`src/hdl/ule_pkg.sv`:
```
// Shared types, character codes and echo-text helpers for the UART line editor.
`timescale 1ns / 1ps
`default_nettype none

package ule_pkg;

   localparam int FILL_W = 5;

   localparam logic [7:0] CH_TAB    = 8'h09;
   localparam logic [7:0] CH_LF     = 8'h0a;
   localparam logic [7:0] CH_CR     = 8'h0d;
   localparam logic [7:0] CH_BS     = 8'h08;
   localparam logic [7:0] CH_ESC    = 8'h1b;
   localparam logic [7:0] CH_SP     = 8'h20;
   localparam logic [7:0] CH_TILDE  = 8'h7e;
   localparam logic [7:0] CH_DEL    = 8'h7f;
   localparam logic [7:0] CH_CTRL_W = 8'h17;
   localparam logic [7:0] CH_CTRL_U = 8'h15;
   localparam logic [7:0] CH_LOW_A  = 8'h61;
   localparam logic [7:0] CH_LOW_Z  = 8'h7a;
   localparam logic [7:0] CASE_MASK = 8'hdf;

   localparam logic [1:0] KIND_ECHO = 2'd0;
   localparam logic [1:0] KIND_CHAR = 2'd1;
   localparam logic [1:0] KIND_MARK = 2'd2;

   localparam logic [4:0] ERR_LAST = 5'd31;

   typedef struct packed {
      logic [7:0] rx_byte;
      logic       frame_error;
   } req_type;

   typedef struct packed {
      logic [7:0] out_byte;
      logic [1:0] out_kind;
      logic [3:0] line_length;
      logic       last;
   } rsp_type;

   typedef enum logic [3:0] {
      ST_IDLE,
      ST_DECODE,
      ST_NEWLINE,
      ST_FLUSH_RD,
      ST_FLUSH_CHAR,
      ST_ERASE,
      ST_WORD_RD,
      ST_WORD_SPACE,
      ST_TAB,
      ST_ERROR
   } state_type;

   typedef enum logic [1:0] {
      ERASE_ONE,
      ERASE_ALL,
      ERASE_WORD
   } erase_type;

   function automatic logic [7:0] normalize(input req_type r);
      logic [7:0] c;
      c = r.rx_byte;
      if (r.frame_error || c == CH_CR || c == CH_ESC) begin
         c = CH_LF;
      end
      if (c >= CH_LOW_A && c <= CH_LOW_Z) begin
         c = c & CASE_MASK;
      end
      return c;
   endfunction

   function automatic logic [7:0] hex_digit(input logic [3:0] v);
      if (v > 4'd9) begin
         return 8'h41 + 8'(v - 4'd10);
      end
      return 8'h30 + 8'(v);
   endfunction

   // Error echo: CR LF, the message text, two hex digits, CR LF.
   function automatic logic [7:0] err_echo(input logic [4:0] idx, input logic [7:0] c);
      logic [7:0] b;
      case (idx)
         5'd0:  b = CH_CR;
         5'd1:  b = CH_LF;
         5'd2:  b = 8'h45;
         5'd3:  b = 8'h3a;
         5'd4:  b = CH_SP;
         5'd5:  b = 8'h6e;
         5'd6:  b = 8'h6f;
         5'd7:  b = 8'h6e;
         5'd8:  b = 8'h2d;
         5'd9:  b = 8'h76;
         5'd10: b = 8'h61;
         5'd11: b = 8'h6c;
         5'd12: b = 8'h69;
         5'd13: b = 8'h64;
         5'd14: b = CH_SP;
         5'd15: b = 8'h6b;
         5'd16: b = 8'h65;
         5'd17: b = 8'h79;
         5'd18: b = CH_SP;
         5'd19: b = 8'h63;
         5'd20: b = 8'h6f;
         5'd21: b = 8'h64;
         5'd22: b = 8'h65;
         5'd23: b = CH_SP;
         5'd24: b = 8'h68;
         5'd25: b = 8'h65;
         5'd26: b = 8'h78;
         5'd27: b = 8'h3d;
         5'd28: b = hex_digit(c[7:4]);
         5'd29: b = hex_digit(c[3:0]);
         5'd30: b = CH_CR;
         5'd31: b = CH_LF;
         default: b = CH_LF;
      endcase
      return b;
   endfunction

endpackage

`default_nettype wire

```
`src/hdl/uart_line_editor.sv`:
```
// Line editor: byte decode, line memory, echo and completed-line output.
// Order: a printable byte is echoed from the decode state; other bytes move on to a handling
// state first, and a word erase first passes the word read and space check states.
// Results: one per cycle while the receiver takes them, but a line flush reads each stored
// character from the line memory before it is sent; no new request is taken until idle.
// Reset clears the fill count, the state machine and the output valid flag, not the output data or the memory.
`timescale 1ns / 1ps
`default_nettype none

module uart_line_editor
   import ule_pkg::*;
#(
   parameter int LINE_DEPTH = 16
) (
   input  wire logic    clock,
   input  wire logic    reset,
   input  wire logic    req_valid,
   output logic         req_ready,
   input  wire req_type req_data,
   output logic         rsp_valid,
   input  wire logic    rsp_ready,
   output rsp_type      rsp_data
);

   localparam int AW = $clog2(LINE_DEPTH);
   localparam logic [FILL_W-1:0] FILL_LIMIT = FILL_W'(LINE_DEPTH - 1);

   logic [7:0] line_mem [LINE_DEPTH];
   logic [7:0] rd_data_ff;

   state_type         state_ff, state_in;
   erase_type         mode_ff, mode_in;
   logic [FILL_W-1:0] fill_ff, fill_in;
   logic [4:0]        cnt_ff, cnt_in;
   logic [7:0]        c_ff, c_in;
   logic              rsp_valid_ff;
   rsp_type           rsp_ff;

   logic              can_emit;
   logic              emit;
   rsp_type           emit_data;
   logic              mem_we;
   logic [AW-1:0]     mem_waddr;
   logic [7:0]        mem_wdata;
   logic              mem_re;
   logic [AW-1:0]     mem_raddr;
   logic [FILL_W-1:0] fill_m1, fill_m2, fill_p1;
   logic              full;
   logic              word_more;
   logic              tab_more;

   assign req_ready = (state_ff == ST_IDLE);
   assign rsp_valid = rsp_valid_ff;
   assign rsp_data  = rsp_ff;
   assign can_emit  = !rsp_valid_ff || rsp_ready;
   assign fill_m1   = fill_ff - FILL_W'(1);
   assign fill_m2   = fill_ff - FILL_W'(2);
   assign fill_p1   = fill_ff + FILL_W'(1);
   assign full      = (fill_ff >= FILL_LIMIT);
   assign word_more = (fill_ff > FILL_W'(1)) && (rd_data_ff != CH_SP);
   assign tab_more  = (fill_p1 < FILL_LIMIT) && (fill_p1[2:0] != 3'd0);

   always_ff @(posedge clock) begin
      if (mem_we) begin
         line_mem[mem_waddr] <= mem_wdata;
      end
      if (mem_re) begin
         rd_data_ff <= line_mem[mem_raddr];
      end
   end

   always_ff @(posedge clock) begin
      if (reset) begin
         state_ff     <= ST_IDLE;
         mode_ff      <= ERASE_ONE;
         fill_ff      <= '0;
         cnt_ff       <= '0;
         rsp_valid_ff <= 1'b0;
      end else begin
         state_ff <= state_in;
         mode_ff  <= mode_in;
         fill_ff  <= fill_in;
         cnt_ff   <= cnt_in;
         if (emit) begin
            rsp_valid_ff <= 1'b1;
         end else if (rsp_ready) begin
            rsp_valid_ff <= 1'b0;
         end
      end
   end

   always_ff @(posedge clock) begin
      c_ff <= c_in;
      if (emit) begin
         rsp_ff <= emit_data;
      end
   end

   always_comb begin
      state_in  = state_ff;
      mode_in   = mode_ff;
      fill_in   = fill_ff;
      cnt_in    = cnt_ff;
      c_in      = c_ff;
      emit      = 1'b0;
      emit_data = '0;
      mem_we    = 1'b0;
      mem_waddr = fill_ff[AW-1:0];
      mem_wdata = c_ff;
      mem_re    = 1'b0;
      mem_raddr = fill_m1[AW-1:0];

      case (state_ff)
         ST_IDLE: begin
            if (req_valid) begin
               c_in     = normalize(req_data);
               state_in = ST_DECODE;
            end
         end
         ST_DECODE: begin
            cnt_in = '0;
            if (full || c_ff == CH_LF) begin
               state_in = ST_NEWLINE;
            end else if (c_ff == CH_BS || c_ff == CH_DEL) begin
               mode_in  = ERASE_ONE;
               state_in = (fill_ff == '0) ? ST_IDLE : ST_ERASE;
            end else if (c_ff == CH_CTRL_W) begin
               state_in = (fill_ff == '0) ? ST_IDLE : ST_WORD_RD;
            end else if (c_ff == CH_CTRL_U) begin
               mode_in  = ERASE_ALL;
               state_in = (fill_ff == '0) ? ST_IDLE : ST_ERASE;
            end else if (c_ff == CH_TAB) begin
               state_in = ST_TAB;
            end else if (c_ff >= CH_SP && c_ff <= CH_TILDE) begin
               if (can_emit) begin
                  emit               = 1'b1;
                  emit_data.out_byte = c_ff;
                  emit_data.out_kind = KIND_ECHO;
                  emit_data.last     = 1'b1;
                  mem_we             = 1'b1;
                  fill_in            = fill_p1;
                  state_in           = ST_IDLE;
               end
            end else begin
               state_in = ST_ERROR;
            end
         end
         ST_NEWLINE: begin
            if (can_emit) begin
               emit               = 1'b1;
               emit_data.out_byte = (cnt_ff == '0) ? CH_LF : CH_CR;
               emit_data.out_kind = KIND_ECHO;
               if (cnt_ff == '0) begin
                  cnt_in = 5'd1;
               end else begin
                  cnt_in   = '0;
                  state_in = ST_FLUSH_RD;
               end
            end
         end
         ST_FLUSH_RD: begin
            if (FILL_W'(cnt_ff) < fill_ff) begin
               mem_re    = 1'b1;
               mem_raddr = cnt_ff[AW-1:0];
               state_in  = ST_FLUSH_CHAR;
            end else if (can_emit) begin
               emit                  = 1'b1;
               emit_data.out_kind    = KIND_MARK;
               emit_data.line_length = fill_ff[3:0];
               emit_data.last        = 1'b1;
               fill_in               = '0;
               state_in              = ST_IDLE;
            end
         end
         ST_FLUSH_CHAR: begin
            if (can_emit) begin
               emit               = 1'b1;
               emit_data.out_byte = rd_data_ff;
               emit_data.out_kind = KIND_CHAR;
               cnt_in             = cnt_ff + 5'd1;
               state_in           = ST_FLUSH_RD;
            end
         end
         ST_ERASE: begin
            if (cnt_ff == '0 && mode_ff == ERASE_WORD && fill_ff > FILL_W'(1)) begin
               mem_re    = 1'b1;
               mem_raddr = fill_m2[AW-1:0];
            end
            if (can_emit) begin
               emit               = 1'b1;
               emit_data.out_byte = (cnt_ff == 5'd1) ? CH_SP : CH_BS;
               emit_data.out_kind = KIND_ECHO;
               if (cnt_ff == 5'd2) begin
                  fill_in = fill_m1;
                  cnt_in  = '0;
                  case (mode_ff)
                     ERASE_ALL: begin
                        emit_data.last = (fill_ff == FILL_W'(1));
                     end
                     ERASE_WORD: begin
                        emit_data.last = !word_more;
                     end
                     default: begin
                        emit_data.last = 1'b1;
                     end
                  endcase
                  if (emit_data.last) begin
                     state_in = ST_IDLE;
                  end
               end else begin
                  cnt_in = cnt_ff + 5'd1;
               end
            end
         end
         ST_WORD_RD: begin
            mem_re   = 1'b1;
            state_in = ST_WORD_SPACE;
         end
         ST_WORD_SPACE: begin
            if (rd_data_ff == CH_SP) begin
               if (can_emit) begin
                  emit               = 1'b1;
                  emit_data.out_byte = CH_BS;
                  emit_data.out_kind = KIND_ECHO;
                  emit_data.last     = (fill_ff == FILL_W'(1));
                  fill_in            = fill_m1;
                  if (fill_ff == FILL_W'(1)) begin
                     state_in = ST_IDLE;
                  end else begin
                     mem_re    = 1'b1;
                     mem_raddr = fill_m2[AW-1:0];
                  end
               end
            end else begin
               mode_in  = ERASE_WORD;
               cnt_in   = '0;
               state_in = ST_ERASE;
            end
         end
         ST_TAB: begin
            if (can_emit) begin
               emit               = 1'b1;
               emit_data.out_byte = CH_SP;
               emit_data.out_kind = KIND_ECHO;
               mem_we             = 1'b1;
               mem_wdata          = CH_SP;
               fill_in            = fill_p1;
               if (!tab_more) begin
                  if (fill_p1 >= FILL_LIMIT) begin
                     cnt_in   = '0;
                     state_in = ST_FLUSH_RD;
                  end else begin
                     emit_data.last = 1'b1;
                     state_in       = ST_IDLE;
                  end
               end
            end
         end
         ST_ERROR: begin
            if (can_emit) begin
               emit               = 1'b1;
               emit_data.out_byte = err_echo(cnt_ff, c_ff);
               emit_data.out_kind = KIND_ECHO;
               emit_data.last     = (cnt_ff == ERR_LAST);
               cnt_in             = cnt_ff + 5'd1;
               if (cnt_ff == ERR_LAST) begin
                  state_in = ST_IDLE;
               end
            end
         end
         default: begin
            state_in = ST_IDLE;
         end
      endcase
   end

endmodule

`default_nettype wire

```
`config.mk`:
```
export PLATFORM = sky130hd
export DESIGN_NAME = uart_line_editor
export DESIGN_NICKNAME = d
export VERILOG_FILES = /design/src/hdl/ule_pkg.sv /design/src/hdl/uart_line_editor.sv
export SDC_FILE = /design/constraint.sdc
export NUM_CORES = 1
export LEC_CHECK = 0
export BUFFER_PORTS_ARGS = -buffer_cell sky130_fd_sc_hd__buf_4
export CAP_MARGIN = 5
export CORE_UTILIZATION = 48
export CTS_BUF_LIST = sky130_fd_sc_hd__clkbuf_4 sky130_fd_sc_hd__clkbuf_8
export CTS_CLUSTER_DIAMETER = 80
export DETAILED_ROUTE_END_ITERATION = 10
export SETUP_SLACK_MARGIN = 0.15
export SYNTH_ARGS = -nofsm -noshare
export SYNTH_HDL_FRONTEND = slang
export SYNTH_SLANG_ARGS = --single-unit
```
`constraint.sdc`:
```
create_clock -name clock -period 4.85 [get_ports clock]
set_input_delay 0 -clock clock [delete_from_list [all_inputs] [get_ports clock]]
set_output_delay 0 -clock clock [all_outputs]
set_load 0.02 [all_outputs]
```
Yosys cells after proc, flatten, opt, wreduce, memory -nomap -nowiden
Memories as Yosys holds them, arrays and structs flattened. A register that Yosys moved wholly into a read port is not among the register bits.
Cells that the tools add are included.
- register bits after elaboration: 40
- RAM bits: 128
- input port bits: 13
- output and inout port bits: 17
- word-level logic and storage cells: 286
- memories: 1
- add/subtract/negate cells: 10
- magnitude comparators: 11
- equal/unequal tests: 81
- mux-type cells: 134
- bitwise gates (word level): 2
- reduce and logical (&&, ||, !) cells: 36
- memories (memory ; depth ; bits a word ; rd ports ; clocked after memory_dff ; wr ports ; line ; RTL):
    line_mem ; 16 ; 8 ; 1 ; 1 ; 1 ; uart_line_editor.sv:28 ; logic [7:0] line_mem [LINE_DEPTH];
- operators with widths (cell ; count):
    $pmux W8 S22 ; 1
    $mux W4 ; 27
    $mux W5 ; 21
    $mux W10 ; 9
    $mux W8 ; 11
    $eq A5 B5 Y1 const B ; 16
    $pmux W8 S7 ; 1
    $ne A2 B2 Y1 const B ; 23
    $eq A5 B4 Y1 const B ; 8
    $pmux W4 S10 ; 1
    $mux W1 ; 38
    $eq A8 B4 Y1 const B ; 4
    $pmux W5 S6 ; 1
    $reduce_and A13 Y1 ; 2
    $pmux W5 S5 ; 1
    $eq A8 B5 Y1 const B ; 3
    $mux W6 ; 4
    $eq A5 B3 Y1 const B ; 4
    $add A7 B8 Y8 const A ; 2
    $eq A4 B3 Y1 const B ; 4
    $le A8 B7 Y1 const B ; 2
    $pmux W2 S8 ; 1
    $add A6 B4 Y7 const A ; 2
    $mux W7 ; 2
    other kinds (47) ; 86

Logic depth before layout (Yosys ltp)
Gate-level depths: netlist (run 1).
- word-level depth: 12
- depth in mapped cells: 13
- gate-level depth less buffers: 11

Least setup slack after synthesis (run 1)
Ideal clock, no wire load.
- path kind: register to register
- from: register fill_ff[1]
- to: register rsp_ff, in the netlist rsp_data[0], enable pin
- setup time: 386 ps
- arrival time: 3203 ps
- data required time: 4464 ps
- path slack: 1260 ps
- stages on the path, launching flop included: 12
- buffers on the path: 1
- clock period less this slack: 3590 ps
- path through: dfxtp_1 ha_1 and3_1 ha_1 a311o_1 a31oi_1 nand2_1 nor4_1 and2_1 clkbuf_1 nor3_1 nor2_1
- longest elaborated chain between the ends: 4
- elaborated cells on any way between the ends: 6
- those cells by class: 2 x order compare; 3 x mux; 1 x reduce/logical
- RTL lines (item ; line ; RTL):
    from (decl) ; uart_line_editor.sv:33 ; logic [FILL_W-1:0] fill_ff, fill_in;
    from (signal assigned) ; uart_line_editor.sv:82 ; fill_ff <= fill_in;
    $ge A5 B4 Y1 ; uart_line_editor.sv:59 ; assign full = (fill_ff >= FILL_LIMIT);
    $logic_or A1 B1 Y1 ; uart_line_editor.sv:122 ; if (full || c_ff == CH_LF) begin
    $mux W1 ; uart_line_editor.sv:122 ;
    $pmux W1 S4 * ; uart_line_editor.sv:113 ; case (state_ff)
    named net emit ; uart_line_editor.sv:40 ; logic emit;
    to (signal assigned) ; uart_line_editor.sv:95 ; rsp_ff <= emit_data;
    to (decl) ; uart_line_editor.sv:37 ; rsp_type rsp_ff;
The timed path passes the listed nets; every way through them passes the cells marked *.
A chain may end at the register's enable or synchronous reset.

Worst setup path in the final report (run 1)
- from: register fill_ff[1]
- to: memory line_mem[9][5], enable pin
- longest elaborated chain between the ends: 6
- RTL lines (item ; line ; RTL):
    $ge A5 B4 Y1 ; uart_line_editor.sv:59 ;
    $logic_or A1 B1 Y1 ; uart_line_editor.sv:122 ;
    $mux W1 ; uart_line_editor.sv:122 ;
    $pmux W1 S2 ; uart_line_editor.sv:113 ;
    $mux W1 ; uart_line_editor.sv:64 ; if (mem_we) begin
    $mux W1 (implied by the code) ; uart_line_editor.sv:65 ; line_mem[mem_waddr] <= mem_wdata;
    to (decl) ; uart_line_editor.sv:28 ;
Several ways; a longest one is shown, not always the timed one.

==> flow_summary.json, run 1 <==
{
  "hold_viol": 0,
  "max_freq_ghz": 0.2289,
  "synthArstFlopShare_pct": 0,
  "core.rowCount": 52,
  "syn_area_um2": 9936,
  "synth_top_area_cell": "edfxtp_1",
  "internal_power_w": 0.003421,
  "path_class": "reg -> reg",
  "gp_congestion": 0.9692,
  "clock-sinks": 176,
  "drive_above_1_share_pct": 11.25,
  "path_max_fanout": 8,
  "tns_ps": 0,
  "maxSlewHeadroom_pct": 20.29,
  "top_level_ports": 30,
  "synth_edf_count": 159,
  "wl_per_cell_um": 23.61,
  "grt_pass1_wl_mm": 45.04,
  "rsz0062_at_grt": "false",
  "num-nets-final": 1006,
  "yosysTopAreaCellShare_pct": 48.05,
  "min_period_ps": 4369,
  "core_um2": 20230,
  "end_kind": "flip-flop",
  "slowest_stage": "nor2_1",
  "cts.clk_slew.worst_paths_ps": 100,
  "pwr_density_cell_nw_per_um2": 555.6,
  "synth_nets": 996,
  "crit_buf_inv": 1,
  "required_ps": 4960,
  "ir_worst_vdd_mv": 0.2255,
  "fillers": 1749,
  "ant_nets": 0,
  "status": "completed",
  "post_cts_resized": 0,
  "tightest_slew_ps": 1196,
  "wl_mm": 29.26,
  "cts_root_buf": "clkbuf_8",
  "maxCapViolations": 0,
  "skew_ps": 14.35,
  "cp.arrival_ps": 4480,
  "ys_ff_latch": 176,
  "antenna_found_initial": 0,
  "final_common_cell": "edfxtp_1",
  "p_sw_share_pct": 43.53,
  "die_h_um": 145.9,
  "p_clk_share_pct": 17.3,
  "postSynthAreaPerCell_um2": 10.50,
  "overflow": 0,
  "pwr-share-seq_pct": 35.0,
  "ys_top_cells_by_area": "edfxtp_1, ha_1, o21ai_0, dfxtp_1, a311oi_1",
  "setup-violations-final": 0,
  "start_util_pct": 49.10,
  "post-route-period-util_pct": 90.08,
  "drv_slew": 0,
  "final_cell_mix": "edfxtp_1, o21ai_0, nor2_1, nand2_1",
  "ys_types": 82,
  "grt_max_degree": 65,
  "clock_latency_ps": 480,
  "combPwrFrac_pct": 47.8,
  "die_w_um": 145.9,
  "ys_seq_area_share_pct": 51.48,
  "gr-usage-all-layers_pct": 27.87,
  "vias": 8305,
  "syn2layout_area_growth_pct": 9.760,
  "synth_cells": 946,
  "p_leak_nw": 3.654,
  "slowest_delay_ps": 660,
  "first_pass_iters": 6,
  "clk_path_buf_depth": 2,
  "crit_family": "simple AND/OR/NAND/NOR gates",
  "tritoncts.num_buffers": 17,
  "die_area_um2": 21280,
  "yosysWarnings": 0,
  "power_switching_w": 0.002637,
  "numPortBuffers": 29,
  "htreeDepth": 4,
  "path_cells": "ha_1 > and3_1 > ha_1 > a311o_1 > a31oi_1 > nand2_1 > nor4_1 > buf_4 > and2_1 > nand2b_1 > nand2_1 > nor2_1",
  "drt_iter0_drc": 1192,
  "hold_ws_ps": 50.10,
  "cts_tree": "done",
  "viasPerCell": 6.703,
  "grt_pass1_vias": 7737,
  "startpoint_type": "flip-flop",
  "hpwl_mm": 20.13,
  "post_cts_buffers": 0,
  "hold_class": "in -> reg",
  "synth_ff_type": "edfxtp_1",
  "n_antenna_cell": 0,
  "drc": 0
}
==> cell type report <==
cell class	count	area (um^2)	share of cell area, %
sequential	176	5115	46.90
multi-input combinational	670	4434	40.66
timing repair buffer	66	523.0	4.796
tap	270	337.8	3.098
clock buffer	17	234.0	2.145
clock inverter	15	167.7	1.537
inverter	25	93.84	0.8605
==> cell usage after synthesis (3+ instances only) <==
cell,instances
a22oi_1,5
xor2_1,4
a311oi_1,35
nor3b_1,3
o21ai_0,91
nor3_1,26
a211oi_1,5
nor2_1,65
ha_1,37
nand3_1,48
a21o_1,3
o21a_1,7
inv_1,22
o32ai_1,3
mux2i_1,28
nor2b_1,13
nor4b_1,4
o211ai_1,3
a221o_1,3
o22ai_1,8
a22o_1,3
edfxtp_1,159
dfxtp_1,17
clkinv_1,3
and2_1,12
a21oi_1,61
nand2_1,60
a32oi_1,35
nand2b_1,9
and3_1,5
nor4_1,4
nand4_1,6
buf_2,8
o221ai_1,7
xnor2_1,6
nand3b_1,5
buf_1,4
clkbuf_1,59
or3_1,3
a31oi_1,8
==> cell families after synthesis <==
family	Yosys count	synth area share (%)
buffers and inverters	100	4.206
adder cells (fa/ha/maj)	37	4.659
flip-flops	176	51.48
multiplexers	30	3.047
XOR/XNOR	10	0.8815
AND/OR/NAND/NOR	280	14.20
AO/OA/AOI/OAI	313	21.52
==> flip-flops by register name, summed over array words and instances (netlist names) <==
| name | cells |
|---|---|
| rd_data_ff | 8 |
| state_ff | 4 |
| rsp_data | 15 |
| fill_ff | 5 |
| c_ff | 8 |
| mode_ff | 2 |
| line_mem | 128 |
| rsp_valid | 1 |
| cnt_ff | 5 |
==> worst reg2reg max path: cells and delay by family (launching register included) <==
family | cells | cell delay [ps]
fa+ha+maj | 2 | 480
buf+inv | 1 | 190
compound gates | 2 | 720
simple gates | 7 | 2200
flops | 1 | 400
==> final timing paths <==
check	startpoint	to	slack, ps	cells after the start
min	rsp_ready	rsp_data[6]	50	4
max reg2reg	fill_ff[1]	line_mem[9][5]	480	12
max	fill_ff[1]	line_mem[9][5]	480	12
min reg2reg	mode_ff[0]	mode_ff[0]	570	2
==> metrics by stage <==
step / total power (W) / utilization [%] / area (um^2) / setup WS (ps) / instances
after floorplan: 0.004078 / - / 9936 / 1260 / 946
after global placement: 0.004940 / 51.37 / 10390 / 693.9 / 1196
after detailed placement: 0.004961 / 51.37 / 10390 / 599.5 / 1196
after CTS: 0.006003 / 53.90 / 10910 / 549.6 / 1239
after global routing: 0.006347 / 53.90 / 10910 / 256.3 / 1239
final: 0.006059 / 53.90 / 10910 / 481.0 / 1239
==> metal layers <==
metal,track usage (%),vias up,wire [um]
met5,0,-,0
met4,8.263,0,618
met3,5.486,59,2644
met2,41.84,497,13110
met1,40.69,4033,12880
li1,-,3716,-
==> what timing repair did <==
item,in CTS,in global routing
hold buffers,11,0
hold endpoints to repair,25,0
setup endpoints to repair,0,0
==> power by group through the flow <==
| stage | Sequential (W) | Combinational [W] | Clock [W] |
|---|---|---|---|
| 5_1_grt | 0.00214 | 0.00309 | 0.00112 |
| 6_report | 0.00212 | 0.00289 | 0.00105 |
| 2_1_floorplan | 0.00214 | 0.00194 | 0 |
| 4_1_cts | 0.00211 | 0.00283 | 0.00106 |
| 3_5_place_dp | 0.00215 | 0.00281 | 0 |
| 3_3_place_gp | 0.00214 | 0.00280 | 0 |
Power figures use the tool's default switching activity.
==> run 2, diff against run 1 <==
--- a/config.mk
+++ b/config.mk
@@ -11,6 +11,7 @@
 export CTS_BUF_LIST = sky130_fd_sc_hd__clkbuf_4 sky130_fd_sc_hd__clkbuf_8
 export CTS_CLUSTER_DIAMETER = 80
 export DETAILED_ROUTE_END_ITERATION = 10
+export PLACE_DENSITY = 0.67
 export SETUP_SLACK_MARGIN = 0.15
 export SYNTH_ARGS = -nofsm -noshare
 export SYNTH_HDL_FRONTEND = slang
==> constraint.sdc (replaced) <==
create_clock -name clock -period 3.8 [get_ports clock]
set_input_delay 0 -clock clock [delete_from_list [all_inputs] [get_ports clock]]
set_output_delay 0 -clock clock [all_outputs]
set_load 0.02 [all_outputs]
==> flow_summary.json, run 2 (synthesis results as in run 1) <==
{
  "grt_pass1_wl_mm": 43.76,
  "wl_mm": 27.92,
  "startpoint_type": "flip-flop",
  "top_register": "line_mem",
  "htreeDepth": 4,
  "tns_ps": 0,
  "path_max_fanout": 30,
  "gr-usage-all-layers_pct": 26.72,
  "final_cell_mix": "edfxtp_1, buf_4, o21ai_0, nor2_1, a21oi_1",
  "clock_latency_ps": 490,
  "cts.clk_slew.worst_paths_ps": 110,
  "start_util_pct": 49.10,
  "drive_above_1_share_pct": 14.46,
  "rr_startpoint": "cnt_ff[0]",
  "vias": 8264,
  "rsz0062_at_grt": "false",
  "slowest_stage": "or4b_4",
  "postLayoutCellArea_um2": 11310,
  "hold_viol": 0,
  "required_ps": 4110,
  "core.rowCount": 52,
  "gp_congestion": 1.034,
  "n_antenna_cell": 0,
  "final_common_cell": "edfxtp_1",
  "endpoint": "rd_data_ff[3]",
  "drc": 0,
  "skew_ps": 17.91,
  "numPortBuffers": 29,
  "max_freq_ghz": 0.2851,
  "p_leak_nw": 3.907,
  "syn2layout_area_growth_pct": 13.79,
  "min_period_ps": 3507,
  "wl_per_cell_um": 21.81,
  "core_um2": 20230,
  "num-nets-final": 1047,
  "pwr_density_cell_nw_per_um2": 698.9,
  "rrSetupSlack_ps": 290,
  "hpwl_mm": 18.95,
  "ant_nets": 0,
  "antenna_found_initial": 0,
  "grt_pass1_vias": 7680,
  "post_cts_buffers": 0,
  "viasPerCell": 6.456,
  "maxSlewHeadroom_pct": 57.52,
  "r2r_end": "rd_data_ff[3]",
  "top_level_ports": 30,
  "first_pass_iters": 6,
  "hold_class": "in -> reg",
  "die_w_um": 145.9,
  "reg2reg_depth": 11,
  "cp.arrival_ps": 3820,
  "tritoncts.num_buffers": 17,
  "cts_tree": "done",
  "clock-sinks": 176,
  "end_kind": "flip-flop",
  "tightest_slew_ps": 629.0,
  "post-route-period-util_pct": 92.30,
  "grt_max_degree": 55,
  "crit_path_start": "cnt_ff[0]",
  "status": "completed",
  "placed_cell_area_um2": 10760,
  "drt_iter0_drc": 998,
  "path_cells": "inv_1 > ha_1 > or4b_4 > a2111o_1 > a2111o_1 > o21ai_4 > buf_4 > nand3_1 > a32oi_1 > mux2i_1 > mux2i_1",
  "die_h_um": 145.9,
  "die_area_um2": 21280,
  "overflow": 0,
  "slowest_delay_ps": 500,
  "setup-violations-final": 0,
  "largest_reg_flops": 128,
  "clk_path_buf_depth": 2,
  "ir_worst_vdd_mv": 0.3166,
  "cts_root_buf": "clkbuf_8",
  "path_class": "reg -> reg",
  "drv_slew": 0,
  "maxCapViolations": 0
}
-- run 2: worst min path at each step --
stage | cells after the start | endpoint | startpoint | slack (ps)
floorplan | 1 | c_ff[3] | req_data[4] | 180
global placement | 2 | c_ff[3] | req_data[4] | 300
detailed placement | 2 | c_ff[3] | req_data[4] | 300
CTS | 4 | rsp_data[6] | rsp_ready | 20
global route | 4 | rsp_data[6] | rsp_ready | 50
finish | 4 | rsp_data[6] | rsp_ready | 30
-- run 2: report_power, final --
part | internal [W] | switching (W)
Combinational | 0.00149 | 0.00239
Clock | 0.000565 | 0.000809
Sequential | 0.00250 | 0.000145
Total | 0.00455 | 0.00335
-- run 2: critical path: cells and delay by family, from the launching register on --
family / cells / cell delay [ps]
compound gates: 4 / 1370
simple gates: 2 / 620
buf+inv: 2 / 490
flops: 1 / 390
mux: 2 / 290
fa+ha+maj: 1 / 170
-- run 2: area by class of cell --
| class | count | area, um^2 |
|---|---|---|
| clock inverter | 15 | 191.4 |
| tap | 270 | 337.8 |
| sequential | 176 | 5115 |
| fill | 1761 | 8929 |
| multi-input combinational | 670 | 4424 |
| clock buffer | 17 | 234.0 |
| timing repair buffer | 107 | 909.6 |
| inverter | 25 | 93.84 |
-- run 2: timing repair --
action                     4_1_cts  5_1_grt
setup endpoints to repair        0        7
hold endpoints to repair        25        0
resized for setup                0        5
hold buffers                    11        0
-- run 2: metal layers --
metal | part of all wire [%] | up-vias | global-route usage, %
li1 | - | 3779 | -
met1 | 44 | 4010 | 38.23
met2 | 46 | 420 | 41.56
met3 | 7.5 | 55 | 4.545
met4 | 1.9 | 0 | 8.105
met5 | 0 | - | 0
-- run 2: stage by stage --
| stage | util (%) | std cells | hold WS, ps | setup WS, ps | total power [W] |
|---|---|---|---|---|---|
| final | 55.87 | 1280 | 30.67 | 292.7 | 0.007902 |
| after global routing | 55.87 | 1280 | 49.72 | 152.6 | 0.008300 |
| after CTS | 55.82 | 1280 | 18.03 | 245.9 | 0.007848 |
| after detailed placement | 53.18 | 1237 | 297.7 | 238.9 | 0.006473 |
| after global placement | 53.18 | 1237 | 295.2 | 314.4 | 0.006451 |
| after floorplan | - | 946 | 178.2 | 210.2 | 0.005205 |
==> run 3, diff against run 2 <==
--- a/config.mk
+++ b/config.mk
@@ -7,11 +7,13 @@
 export LEC_CHECK = 0
 export BUFFER_PORTS_ARGS = -buffer_cell sky130_fd_sc_hd__buf_4
 export CAP_MARGIN = 5
-export CORE_UTILIZATION = 48
+export CELL_PAD_IN_SITES_DETAIL_PLACEMENT = 1
+export CELL_PAD_IN_SITES_GLOBAL_PLACEMENT = 1
+export CORE_UTILIZATION = 47
 export CTS_BUF_LIST = sky130_fd_sc_hd__clkbuf_4 sky130_fd_sc_hd__clkbuf_8
 export CTS_CLUSTER_DIAMETER = 80
 export DETAILED_ROUTE_END_ITERATION = 10
-export PLACE_DENSITY = 0.67
+export PLACE_DENSITY_LB_ADDON = 0.1
 export SETUP_SLACK_MARGIN = 0.15
 export SYNTH_ARGS = -nofsm -noshare
 export SYNTH_HDL_FRONTEND = slang
==> flow_summary.json, run 3 (synthesis results as in run 1) <==
{
  "status": "completed",
  "ant_nets": 0,
  "rsz0062_at_grt": "true",
  "setup-violations-final": 0,
  "required_ps": 4020,
  "startpoint_type": "flip-flop",
  "htreeDepth": 4,
  "pwr-share-seq_pct": 33.2,
  "cp.arrival_ps": 3750,
  "combPwrFrac_pct": 50.5,
  "power_switching_w": 0.003530,
  "p_leak_nw": 3.896,
  "grt_pass1_vias": 8582,
  "gr-usage-all-layers_pct": 30.66,
  "core_um2": 20490,
  "hold_class": "in -> reg",
  "p_clk_share_pct": 16.3,
  "maxSlewHeadroom_pct": 40.95,
  "hold_viol": 0,
  "antenna_found_initial": 0,
  "crit_family": "compound AO/OA/AOI/OAI gates",
  "n_antenna_cell": 0,
  "post_cts_buffers": 0,
  "top_level_ports": 30,
  "clock-sinks": 176,
  "maxCapViolations": 0,
  "syn2layout_area_growth_pct": 13.88,
  "end_kind": "flip-flop",
  "p_sw_share_pct": 43.74,
  "min_period_ps": 3536,
  "cts_root_buf": "clkbuf_8",
  "postLayoutCellArea_um2": 11310,
  "post-route-period-util_pct": 93.06,
  "endpoint": "rd_data_ff[3]",
  "hpwl_mm": 22.74,
  "drt_iter0_drc": 759,
  "path_max_fanout": 64,
  "slowest_delay_ps": 540,
  "die_w_um": 147.4,
  "viasPerCell": 6.516,
  "numPortBuffers": 29,
  "vias": 8302,
  "drv_slew": 0,
  "die_area_um2": 21730,
  "ir_worst_vdd_mv": 0.3027,
  "final_cell_mix": "edfxtp_1, o21ai_0, buf_4, nor2_1, a21oi_1",
  "path_depth": 11,
  "final_common_cell": "edfxtp_1",
  "gp_congestion": 0.9405,
  "skew_ps": 25.90,
  "power.total_w": 0.008070,
  "largest_reg_flops": 128,
  "cts_tree": "done",
  "clock_latency_ps": 480,
  "tritoncts.num_buffers": 17,
  "cts.clk_slew.worst_paths_ps": 110,
  "crit_buf_inv": 2,
  "num-nets-final": 1041,
  "grt_max_degree": 65,
  "placed_cell_area_um2": 10710,
  "start_util_pct": 48.48,
  "drc": 0,
  "wl_per_cell_um": 25.74,
  "max_freq_ghz": 0.2828,
  "die_h_um": 147.4,
  "internal_power_w": 0.004540,
  "path_cells": "inv_1 > ha_1 > or4b_4 > a2111o_1 > a2111o_1 > o21a_1 > buf_12 > o21ai_0 > a32oi_1 > mux2i_1 > mux2i_1",
  "wl_mm": 32.79,
  "pwr_density_cell_nw_per_um2": 713.2,
  "r2r_end": "rd_data_ff[3]",
  "grt_pass1_wl_mm": 50.25,
  "overflow": 0,
  "core.rowCount": 52,
  "rr_startpoint": "cnt_ff[0]",
  "tightest_slew_ps": 885.8,
  "path_class": "reg -> reg",
  "drive_above_1_share_pct": 14.94,
  "clk_path_buf_depth": 2,
  "crit_path_start": "cnt_ff[0]",
  "slowest_stage": "or4b_4",
  "first_pass_iters": 7,
  "utilization_pct": 55.21,
  "rrSetupSlack_ps": 260,
  "top_register": "line_mem",
  "reg2reg_depth": 11
}
run 3: changes by cell type in the layout (fill, tap and decap cells not counted), sizes merged:
cell | previous run | this run
clkinvlp | 1 | 2
clkbuf | 17 | 18
inv | 29 | 28
clkinv | 9 | 10
buf | 96 | 89
bufinv | 1 | 0
run 3: timing repair:
| action | CTS | global route |
|---|---|---|
| hold endpoints to repair | 25 | 0 |
| hold buffers | 11 | 0 |
| pin swaps | 0 | 1 |
| setup endpoints to repair | 128 | 142 |
| cloned | 0 | 1 |
| resized for setup | 6 | 12 |
run 3: layout make-up:
| type | count | area [um^2] |
|---|---|---|
| fillers | 2211 | 9180 |
| flip-flops and latches | 176 | 5115 |
| multi-input cells | 670 | 4483 |
| repair buffers | 101 | 878.3 |
| well taps | 270 | 337.8 |
| clock buffers | 17 | 234.0 |
| clock inverters | 15 | 172.7 |
| inverters | 25 | 93.84 |
run 3: worst min-delay path, delay by kind of cell:
family | cells | cell delay, ps
buffers and inverters | 2 | 270
AND/OR/NAND/NOR | 2 | 170
run 3: how the worst min path moves through the flow:
stage | slack, ps | end | startpoint | depth (start not counted)
floorplan | 180 | c_ff[3] | req_data[4] | 1
global placement | 300 | c_ff[3] | req_data[4] | 2
detailed placement | 300 | c_ff[3] | req_data[4] | 2
CTS | 70 | rsp_data[6] | rsp_ready | 4
global route | 80 | rsp_data[6] | rsp_ready | 4
finish | 100 | rsp_data[6] | rsp_ready | 4
run 3: metal layers:
| metal | track usage, % | wire, um |
|---|---|---|
| met5 | 0 | 0 |
| met4 | 11.96 | 952 |
| met3 | 4.383 | 1754 |
| met2 | 52.31 | 16350 |
| met1 | 39.40 | 13730 |
run 3: metrics by stage:
stage	worst slack [ps]	hold slack (ps)	TNS, ps	cells
3_5_place_dp	-25.13	300.0	-496.3	1230
2_1_floorplan	210.2	178.2	0	946
3_3_place_gp	-32.96	299.2	-693.4	1230
5_1_grt	94.84	82.80	0	1274
4_1_cts	171.5	72.29	0	1273
6_report	263.8	98.80	0	1274
run 3: power groups by stage:
stage / Sequential (W) / Clock [W] / Combinational, W
floorplan: 0.00273 / 0 / 0.00248
global placement: 0.00271 / 0 / 0.00382
detailed placement: 0.00272 / 0 / 0.00390
CTS: 0.00268 / 0.00134 / 0.00395
global route: 0.00270 / 0.00139 / 0.00434
finish: 0.00268 / 0.00132 / 0.00407
